==> src/prbgs_pkg.sv <==
`timescale 1ns / 1ps
package prbgs_pkg;
	localparam int MAX_GRID_X = 32;
	localparam int MAX_GRID_Y = 32;
	localparam int MAX_GRID_Z = 32;
	localparam int DEPTH  = MAX_GRID_X * MAX_GRID_Y * MAX_GRID_Z;
	localparam int AW     = $clog2(DEPTH);
	localparam int CW     = $clog2(DEPTH + 1);
	localparam int NX_W   = $clog2(MAX_GRID_X + 1);
	localparam int NY_W   = $clog2(MAX_GRID_Y + 1);
	localparam int NZ_W   = $clog2(MAX_GRID_Z + 1);
	localparam int NXY_W  = $clog2(MAX_GRID_X * MAX_GRID_Y + 1);
	localparam int DATA_W = 32;
	localparam int GRID_W = 6;
	localparam int SWEEP_W = 8;
	localparam int CIDX_W = 3;
	localparam int QDEPTH = 2;
	localparam int QP_W   = $clog2(QDEPTH);
	localparam int QC_W   = $clog2(QDEPTH + 1);
	// Neighbour sum of six words, then the right-hand side taken off.
	localparam int SUM_W  = DATA_W + 3;
	localparam int DIV_W  = SUM_W + 1;
	localparam int DC_W   = $clog2(DIV_W);
	localparam int SAT_W  = 48;

	typedef enum logic [CIDX_W-1:0] {
		CFG_GRID_X      = 3'd0,
		CFG_GRID_Y      = 3'd1,
		CFG_GRID_Z      = 3'd2,
		CFG_SWEEP_COUNT = 3'd3,
		CFG_RHS_SCALE   = 3'd4
	} cfg_idx_t;

	typedef enum logic {
		ACT_LOAD = 1'b0,
		ACT_READ = 1'b1
	} action_t;

	typedef enum logic [3:0] {
		S_IDLE, S_DECODE, S_LOAD, S_READ, S_CLEAR, S_CELL, S_NB, S_NB_LAST,
		S_RHS, S_DIV, S_WRITE, S_ADV
	} state_t;

	typedef struct packed {
		action_t                  action;
		logic [AW-1:0]            cell_index;
		logic signed [DATA_W-1:0] divergence;
		logic                     load_last;
	} item_t;

	typedef struct packed {
		logic [NX_W-1:0]    nx;
		logic [NY_W-1:0]    ny;
		logic [NZ_W-1:0]    nz;
		logic [NXY_W-1:0]   nxy;
		logic [CW-1:0]      cells;
		logic [SWEEP_W-1:0] sweep_count;
		logic [DATA_W-1:0]  rhs_scale;
	} cfg_t;
endpackage

==> src/prbgs_front.sv <==
`timescale 1ns / 1ps
module prbgs_front (
	input  logic                          clk,
	input  logic                          arst_n,
	input  logic                          in_valid,
	output logic                          in_ready,
	input  logic                          action,
	input  logic [prbgs_pkg::AW-1:0]      cell_index,
	input  logic signed [prbgs_pkg::DATA_W-1:0] divergence_in,
	input  logic                          load_last,
	input  logic                          cfg_we,
	input  logic [prbgs_pkg::CIDX_W-1:0]  cfg_index,
	input  logic [prbgs_pkg::DATA_W-1:0]  cfg_data,
	output prbgs_pkg::item_t              q_item,
	output logic                          q_valid,
	input  logic                          q_pop,
	output prbgs_pkg::cfg_t               cfg
);
	logic [prbgs_pkg::GRID_W-1:0]  grid_x_q, grid_y_q, grid_z_q;
	logic [prbgs_pkg::SWEEP_W-1:0] sweep_count_q;
	logic [prbgs_pkg::DATA_W-1:0]  rhs_scale_q;
	logic [prbgs_pkg::NX_W-1:0]    nx;
	logic [prbgs_pkg::NY_W-1:0]    ny;
	logic [prbgs_pkg::NZ_W-1:0]    nz;
	logic [prbgs_pkg::NXY_W-1:0]   nxy_q;
	logic [prbgs_pkg::CW-1:0]      cells_q;
	prbgs_pkg::item_t              fifo_q [prbgs_pkg::QDEPTH];
	logic [prbgs_pkg::QP_W-1:0]    wr_ptr_q, rd_ptr_q;
	logic [prbgs_pkg::QC_W-1:0]    cnt_q;
	logic                          push;

	always_ff @(posedge clk or negedge arst_n) begin
		if (!arst_n) begin
			grid_x_q      <= prbgs_pkg::GRID_W'(32);
			grid_y_q      <= prbgs_pkg::GRID_W'(32);
			grid_z_q      <= prbgs_pkg::GRID_W'(32);
			sweep_count_q <= prbgs_pkg::SWEEP_W'(20);
			rhs_scale_q   <= prbgs_pkg::DATA_W'(65536);
		end else if (cfg_we) begin
			unique case (prbgs_pkg::cfg_idx_t'(cfg_index))
				prbgs_pkg::CFG_GRID_X:      grid_x_q <= cfg_data[prbgs_pkg::GRID_W-1:0];
				prbgs_pkg::CFG_GRID_Y:      grid_y_q <= cfg_data[prbgs_pkg::GRID_W-1:0];
				prbgs_pkg::CFG_GRID_Z:      grid_z_q <= cfg_data[prbgs_pkg::GRID_W-1:0];
				prbgs_pkg::CFG_SWEEP_COUNT:
					sweep_count_q <= cfg_data[prbgs_pkg::SWEEP_W-1:0];
				prbgs_pkg::CFG_RHS_SCALE:   rhs_scale_q <= cfg_data;
				default: ;
			endcase
		end
	end

	// A size of zero acts as one, a size past the maximum as the maximum.
	always_comb begin
		if (grid_x_q == '0) nx = prbgs_pkg::NX_W'(1);
		else if (32'(grid_x_q) > prbgs_pkg::MAX_GRID_X) nx = prbgs_pkg::NX_W'(prbgs_pkg::MAX_GRID_X);
		else nx = prbgs_pkg::NX_W'(grid_x_q);
		if (grid_y_q == '0) ny = prbgs_pkg::NY_W'(1);
		else if (32'(grid_y_q) > prbgs_pkg::MAX_GRID_Y) ny = prbgs_pkg::NY_W'(prbgs_pkg::MAX_GRID_Y);
		else ny = prbgs_pkg::NY_W'(grid_y_q);
		if (grid_z_q == '0) nz = prbgs_pkg::NZ_W'(1);
		else if (32'(grid_z_q) > prbgs_pkg::MAX_GRID_Z) nz = prbgs_pkg::NZ_W'(prbgs_pkg::MAX_GRID_Z);
		else nz = prbgs_pkg::NZ_W'(grid_z_q);
	end

	always_ff @(posedge clk) begin
		nxy_q   <= prbgs_pkg::NXY_W'(prbgs_pkg::NXY_W'(nx) * prbgs_pkg::NXY_W'(ny));
		cells_q <= prbgs_pkg::CW'(prbgs_pkg::CW'(nxy_q) * prbgs_pkg::CW'(nz));
	end

	assign cfg.nx          = nx;
	assign cfg.ny          = ny;
	assign cfg.nz          = nz;
	assign cfg.nxy         = nxy_q;
	assign cfg.cells       = cells_q;
	assign cfg.sweep_count = sweep_count_q;
	assign cfg.rhs_scale   = rhs_scale_q;

	assign in_ready = (cnt_q < prbgs_pkg::QC_W'(prbgs_pkg::QDEPTH));
	assign push     = in_valid && in_ready;
	assign q_valid  = (cnt_q != '0);
	assign q_item   = fifo_q[rd_ptr_q];

	always_ff @(posedge clk) begin
		if (push) begin
			fifo_q[wr_ptr_q] <= '{action: prbgs_pkg::action_t'(action), cell_index: cell_index,
				divergence: divergence_in, load_last: load_last};
		end
	end

	always_ff @(posedge clk or negedge arst_n) begin
		if (!arst_n) begin
			wr_ptr_q <= '0;
			rd_ptr_q <= '0;
			cnt_q    <= '0;
		end else begin
			if (push) wr_ptr_q <= wr_ptr_q + 1'b1;
			if (q_pop) rd_ptr_q <= rd_ptr_q + 1'b1;
			if (push && !q_pop) cnt_q <= cnt_q + 1'b1;
			else if (!push && q_pop) cnt_q <= cnt_q - 1'b1;
		end
	end
endmodule

==> config.mk <==
export PLATFORM = sky130hd
export DESIGN_NAME = prbgs_front
export DESIGN_NICKNAME = d
export VERILOG_FILES = /design/src/prbgs_pkg.sv /design/src/prbgs_front.sv
export SDC_FILE = /design/constraint.sdc
export NUM_CORES = 1
export LEC_CHECK = 0
export ABC_AREA = 1
export BUFFER_PORTS_ARGS = -buffer_cell sky130_fd_sc_hd__clkbuf_2
export CAP_MARGIN = 10
export CORE_MARGIN = 2
export CORE_UTILIZATION = 55
export DETAILED_ROUTE_END_ITERATION = 8
export HOLD_SLACK_MARGIN = 0.02
export PLACE_DENSITY = 0.89
export SLEW_MARGIN = 20
export SYNTH_ARGS = -nofsm -noshare
export SYNTH_HDL_FRONTEND = slang
export SYNTH_SLANG_ARGS = --single-unit
==> constraint.sdc <==
create_clock -name clk -period 4.41 [get_ports clk]
set_input_delay 0.6615 -clock clk [delete_from_list [all_inputs] [get_ports clk]]
set_output_delay 0.6615 -clock clk [all_outputs]
set_load 0.005 [all_outputs]
# After elaboration in Yosys (flattened, before gate mapping)
# Memories as Yosys holds them, arrays and structs flattened.
# Index checks and enable logic that the tools add are counted.
totals:
  reg_bits: 89
  mem_bits_rw: 98
  in_bits: 89
  out_inout_bits: 136
  word_cells: 51
  n_memories: 1
op_classes:
  n_addsub: 4
  multipliers: 2
  order_cmp: 4
  n_eq_ne: 4
  n_mux: 10
  reduce_logical: 16
mem_list:
  columns: ["name", "words", "word_bits", "rd", "rd_ports_with_merged_regs", "wr", "line", "source"]
  rows:
  - ["fifo_q", 2, 49, 1, 0, 1, "prbgs_front.sv:27", "prbgs_pkg::item_t fifo_q [prbgs_pkg::QDEPTH];"]
op_table:
  columns: ["operator", "n"]
  rows:
  - ["$mux W6", 6]
  - ["$gt A6 B6 Y1 const B", 3]
  - ["$logic_not A6 Y1", 3]
  - ["$mul A11 B6 Y16", 1]
  - ["$mul A6 B6 Y11", 1]
  - ["$reduce_and A2 Y1", 5]
  - ["$eq A3 B2 Y1 const B", 2]
  - ["$mux W2", 2]
  - ["$reduce_bool A2 Y1", 2]
  - ["$eq A3 B1 Y1 const B", 1]
  - ["$eq A3 B3 Y1 const B", 1]
  - ["$logic_and A1 B1 Y1", 3]
  - ["$logic_not A3 Y1", 1]
  - ["$add A1 B1 Y1 const B", 2]
  - ["$add A2 B1 Y2 const B", 1]
  - ["$logic_not A1 Y1", 2]
  - ["$lt A2 B2 Y1 const B", 1]
  - ["$mux W1", 2]
  - ["$sub A2 B1 Y2 const B", 1]

# Depth between registers and ports, before layout
logic_depth:
  ltp_word: 6
  depth_mapped: 20
  ltp_nobuf: 19

# Least setup slack after synthesis
# Ideal clock, no wire load.
synth_path:
  path_type: "flip-flop to flip-flop"
  from: "register grid_x_q[5] in the netlist's numbering"
  to: "register nxy_q[10] in the netlist's numbering"
  arrival_time_ps: 3462
  required_ps: 4297
  setup_slack_ps: 835
  path_stages_with_launch: 16
  period_less_slack_ps: 3575
  cell_sequence: "dfstp_2 buf_2 nor2_1 inv_1 nor2_1 fa_1 fa_1 inv_1 fa_1 inv_1 ha_1 a21o_1 a21boi_0 nand2_1 nand2_1 nand2_1"
synth_lines:
  columns: ["item", "line", "source"]
  rows:
  - ["start, declared", "prbgs_front.sv:19", "logic [prbgs_pkg::GRID_W-1:0] grid_x_q, grid_y_q, grid_z_q;"]
  - ["start signal, assigned", "prbgs_front.sv:34", "grid_x_q <= prbgs_pkg::GRID_W'(32);"]
  - ["start signal, assigned", "prbgs_front.sv:41", "prbgs_pkg::CFG_GRID_X: grid_x_q <= cfg_data[prbgs_pkg::GRID_W-1:0];"]
  - ["end signal, assigned", "prbgs_front.sv:66", "nxy_q <= prbgs_pkg::NXY_W'(prbgs_pkg::NXY_W'(nx) * prbgs_pkg::NXY_W'(ny));"]
  - ["end, declared", "prbgs_front.sv:25", "logic [prbgs_pkg::NXY_W-1:0] nxy_q;"]

# Final worst setup path
layout_path:
  from: "register grid_z_q[5] in the netlist's numbering"
  to: "register cells_q[8] in the netlist's numbering"
layout_between:
  elab_chain_len: 4
layout_rtl:
  columns: ["item", "line", "source"]
  rows:
  - ["start, declared", "prbgs_front.sv:19", null]
  - ["start signal, assigned", "prbgs_front.sv:36", "grid_z_q <= prbgs_pkg::GRID_W'(32);"]
  - ["start signal, assigned", "prbgs_front.sv:43", "prbgs_pkg::CFG_GRID_Z: grid_z_q <= cfg_data[prbgs_pkg::GRID_W-1:0];"]
  - ["$gt A6 B6 Y1", "prbgs_front.sv:61", "else if (32'(grid_z_q) > prbgs_pkg::MAX_GRID_Z) nz = prbgs_pkg::NZ_W'(prbgs_pkg::MAX_GRID_Z);"]
  - ["$mux W6", "prbgs_front.sv:61", null]
  - ["$mux W6 (*)", "prbgs_front.sv:60", "if (grid_z_q == '0) nz = prbgs_pkg::NZ_W'(1);"]
  - ["$mul A11 B6 Y16 (*)", "prbgs_front.sv:67", "cells_q <= prbgs_pkg::CW'(prbgs_pkg::CW'(nxy_q) * prbgs_pkg::CW'(nz));"]
  - ["end signal, assigned", "prbgs_front.sv:67", null]
  - ["end, declared", "prbgs_front.sv:26", "logic [prbgs_pkg::CW-1:0] cells_q;"]
# Every way passes the cells marked *; elsewhere a longest branch is shown, timed or not.
# A chain may end at the register's enable or synchronous reset.

==> metrics.yaml <==
status: "finished, final reports clean"
crit_start: "grid_z_q[5]"
wl_um: 21300
drt_iter0_drc: 429
antenna_cells: 0
worstSetupPathType: "register to register"
place.gp.congestion: 0.909
cp.depth: 16
grt_pass1_vias: 6740
die_x_um: 137
ys_seq_area_frac: 0.515
end_kind: "register"
cts_root_buf: "clkbuf_16"
cts-hold-fix-buffers: 0
rr_worst_depth: 16
rr_startpoint: "grid_z_q[5]"
drv_cap: 0
worstMarginPinSlew_ns: 0.983
syn-instance-count: 891
max_freq_mhz: 250
grt_pass1_wl_um: 33000
crit_slowest_cell: "dfstp_2"
met1_usage: 0.280
via_per_inst: 5.05
cp-start-kind: "register"
avgSynthCellArea_um2: 11.0
grt-ovfl-total: 0
design_area_um2: 11800
cpPeakStageDelay_ns: 0.68
reg2reg_slack_ns: 0.41
portBuffers: 224
rows: 48
vias: 6839
critPathBufInv: 4
start_util: 0.564
die_area_um2: 18900
cts_tree: "built"
ys_warn_count: 0
cts_sinks: 187
clock_skew_ns: 0.0120
rsz0062_at_grt: "no"
crit_arrival_ns: 4.31
place_area_um2: 11100
worstPathRequired_ns: 4.72
clock_path_buffers: 2
setup-tns-final_ns: 0
final_util: 0.677
relSlewSlack: 0.344
grt_max_degree: 51
p_leak_nw: 5.94
crit_path_max_fanout: 15
core-area_um2: 17400
ant_nets: 0
grt_antenna_before_repair: 0
first_pass_iters: 5
clk_latency_ns: 0.43
drc: 0
setup_ws_ns: 0.412
grt.met2_usage: 0.402
worstPathCellList: "inv_1, nand4_1, nand2_1, inv_1, nor2_1, fa_1, inv_1, fa_1, fa_1, inv_1, ha_1, nand2_1, nand3_1, nand2_1, nand2_1, xor2_1"
die_h_um: 137
hp-class: "primary input to asynchronous set/reset pin"
final_nets: 1300
syn_area_um2: 9800
place_ws_ns: 0.447
total_power_w: 0.00611
ys_ff_latch: 187
synth_fp_nets: 1075
powerDensity_nw_per_um2: 520
top_usage_layer: "met2"
fin_crit_ns: 4.00
ir_drop_uv: 366
htree_levels: 4
drive_gt1_frac: 0.308
grt_use_total: 0.230
hold_violations: 0
cts_resized: 0
finalSetupViolCount: 0
met3_usage: 0.0423
drv_slew: 0
r2r-end: "cells_q[8]"
fin_crit_sh: 0.907
ys_types: 28
area_growth_pct: 20.0
clkTransAtPathRegs_ns: 0.08
place_hpwl_um: 16500
critical_path.top_delay_family: "adder cells"
numCtsBuffers: 17
post-cts-setup-buffers: 0
io_pins: 225
routedWlPerCell_um: 15.7
cells in the final DEF, fill, tap and decap left out, types with 2 or more instances in the layout:
cell type  netlist  final
nand3_2          2      2
a21oi_1         12     12
nand4_1          6      6
clkinv_8         0      7
mux2_4          24     24
o21ai_1          3      3
nor2_2           3      3
dfrtp_1         56     55
fa_1            52     52
inv_8            0      2
buf_4            0      5
ha_1            43     43
edfxtp_1        98     98
xnor2_1          2      2
nor2_1          92     90
dfxtp_1         27     27
inv_1          162    162
clkbuf_2         0    224
o21ai_0         32     32
inv_6            0      3
nand2_1        160    160
clkbuf_16        0     17
xor2_1          13     13
nor2_4           0      2
dfstp_2          6      6
mux2_2          49     49
nand3_1         21     21
kinds of logic (layout without fill, tap and decap cells):
kind of cell               Yosys count  after routing  share of synthesized area
muxes                               73             73                     0.0931
adders and majority gates           95             95                      0.161
AOI/OAI and AO/OA                   51             51                     0.0270
buffers and inverters              185            423                     0.0747
xor gates and xnor gates            15             15                     0.0134
DFF                                187            187                      0.515
and+or+nand+nor                    285            285                      0.116
registers in the layout (all words and copies together) (netlist names):
| signal | cells |
|---|---|
| cnt_q | 2 |
| grid_z_q | 6 |
| sweep_count_q | 8 |
| rd_ptr_q | 1 |
| wr_ptr_q | 1 |
| grid_y_q | 6 |
| grid_x_q | 6 |
| fifo_q | 98 |
| rhs_scale_q | 32 |
| nxy_q | 11 |
| cells_q | 16 |
worst max path at each step:
| stage | slack (ns) | to |
|---|---|---|
| 3_3_place_gp | 0.58 | cells_q[14] |
| 2_1_floorplan | 0.84 | nxy_q[10] |
| 4_1_cts | 0.45 | cells_q[15] |
| 3_5_place_dp | 0.45 | cells_q[9] |
| 5_1_grt | 0.14 | cells_q[14] |
| 6_report | 0.41 | cells_q[8] |
synth_stat cells:
cell type | count | area share
a21boi_0 | 1 | 0.00077
a21o_1 | 1 | 0.00077
a21oi_1 | 12 | 0.0061
buf_2 | 12 | 0.0061
buf_6 | 3 | 0.0034
clkbuf_1 | 8 | 0.0031
dfrtp_1 | 56 | 0.14
dfstp_2 | 6 | 0.016
dfxtp_1 | 27 | 0.055
edfxtp_1 | 98 | 0.30
fa_1 | 52 | 0.11
ha_1 | 43 | 0.055
inv_1 | 162 | 0.062
mux2_2 | 49 | 0.056
mux2_4 | 24 | 0.037
nand2_1 | 160 | 0.061
nand3_1 | 21 | 0.011
nand3_2 | 2 | 0.0020
nand3b_1 | 1 | 0.00077
nand4_1 | 6 | 0.0038
nor2_1 | 92 | 0.035
nor2_2 | 3 | 0.0019
o21ai_0 | 32 | 0.016
o21ai_1 | 3 | 0.0015
o21bai_1 | 1 | 0.00077
o22ai_1 | 1 | 0.00064
xnor2_1 | 2 | 0.0018
xor2_1 | 13 | 0.012
metrics by stage:
| step | cells | hold slack, ns |
|---|---|---|
| 2_1_floorplan | 891 | 0.366 |
| 3_3_place_gp | 1322 | 0.461 |
| 3_5_place_dp | 1322 | 0.475 |
| 4_1_cts | 1354 | 0.225 |
| 5_1_grt | 1354 | 0.241 |
| 6_report | 1354 | 0.213 |
layout make-up:
class                   count  area (um^2)
clock buffers              17          425
clock inverters            15          195
fillers                  1299         5610
inverters                 162          608
multi-input cells         519         4040
flip-flops and latches    187         5050
well taps                 225          282
repair buffers            229         1160
where the power goes:
group	switching (W)	internal [W]
sequential	0.000269	0.00225
combinational	0.00113	0.000929
clock	0.000754	0.000776
routing by layer:
metal  vias to the layer above  routed length (um)
met4                         0                 668
li1                       3286                   -
met2                       268               10700
met5                         -                   0
met1                      3242                8490
met3                        43                1450
No activity file was read; power rests on OpenSTA's default activity.
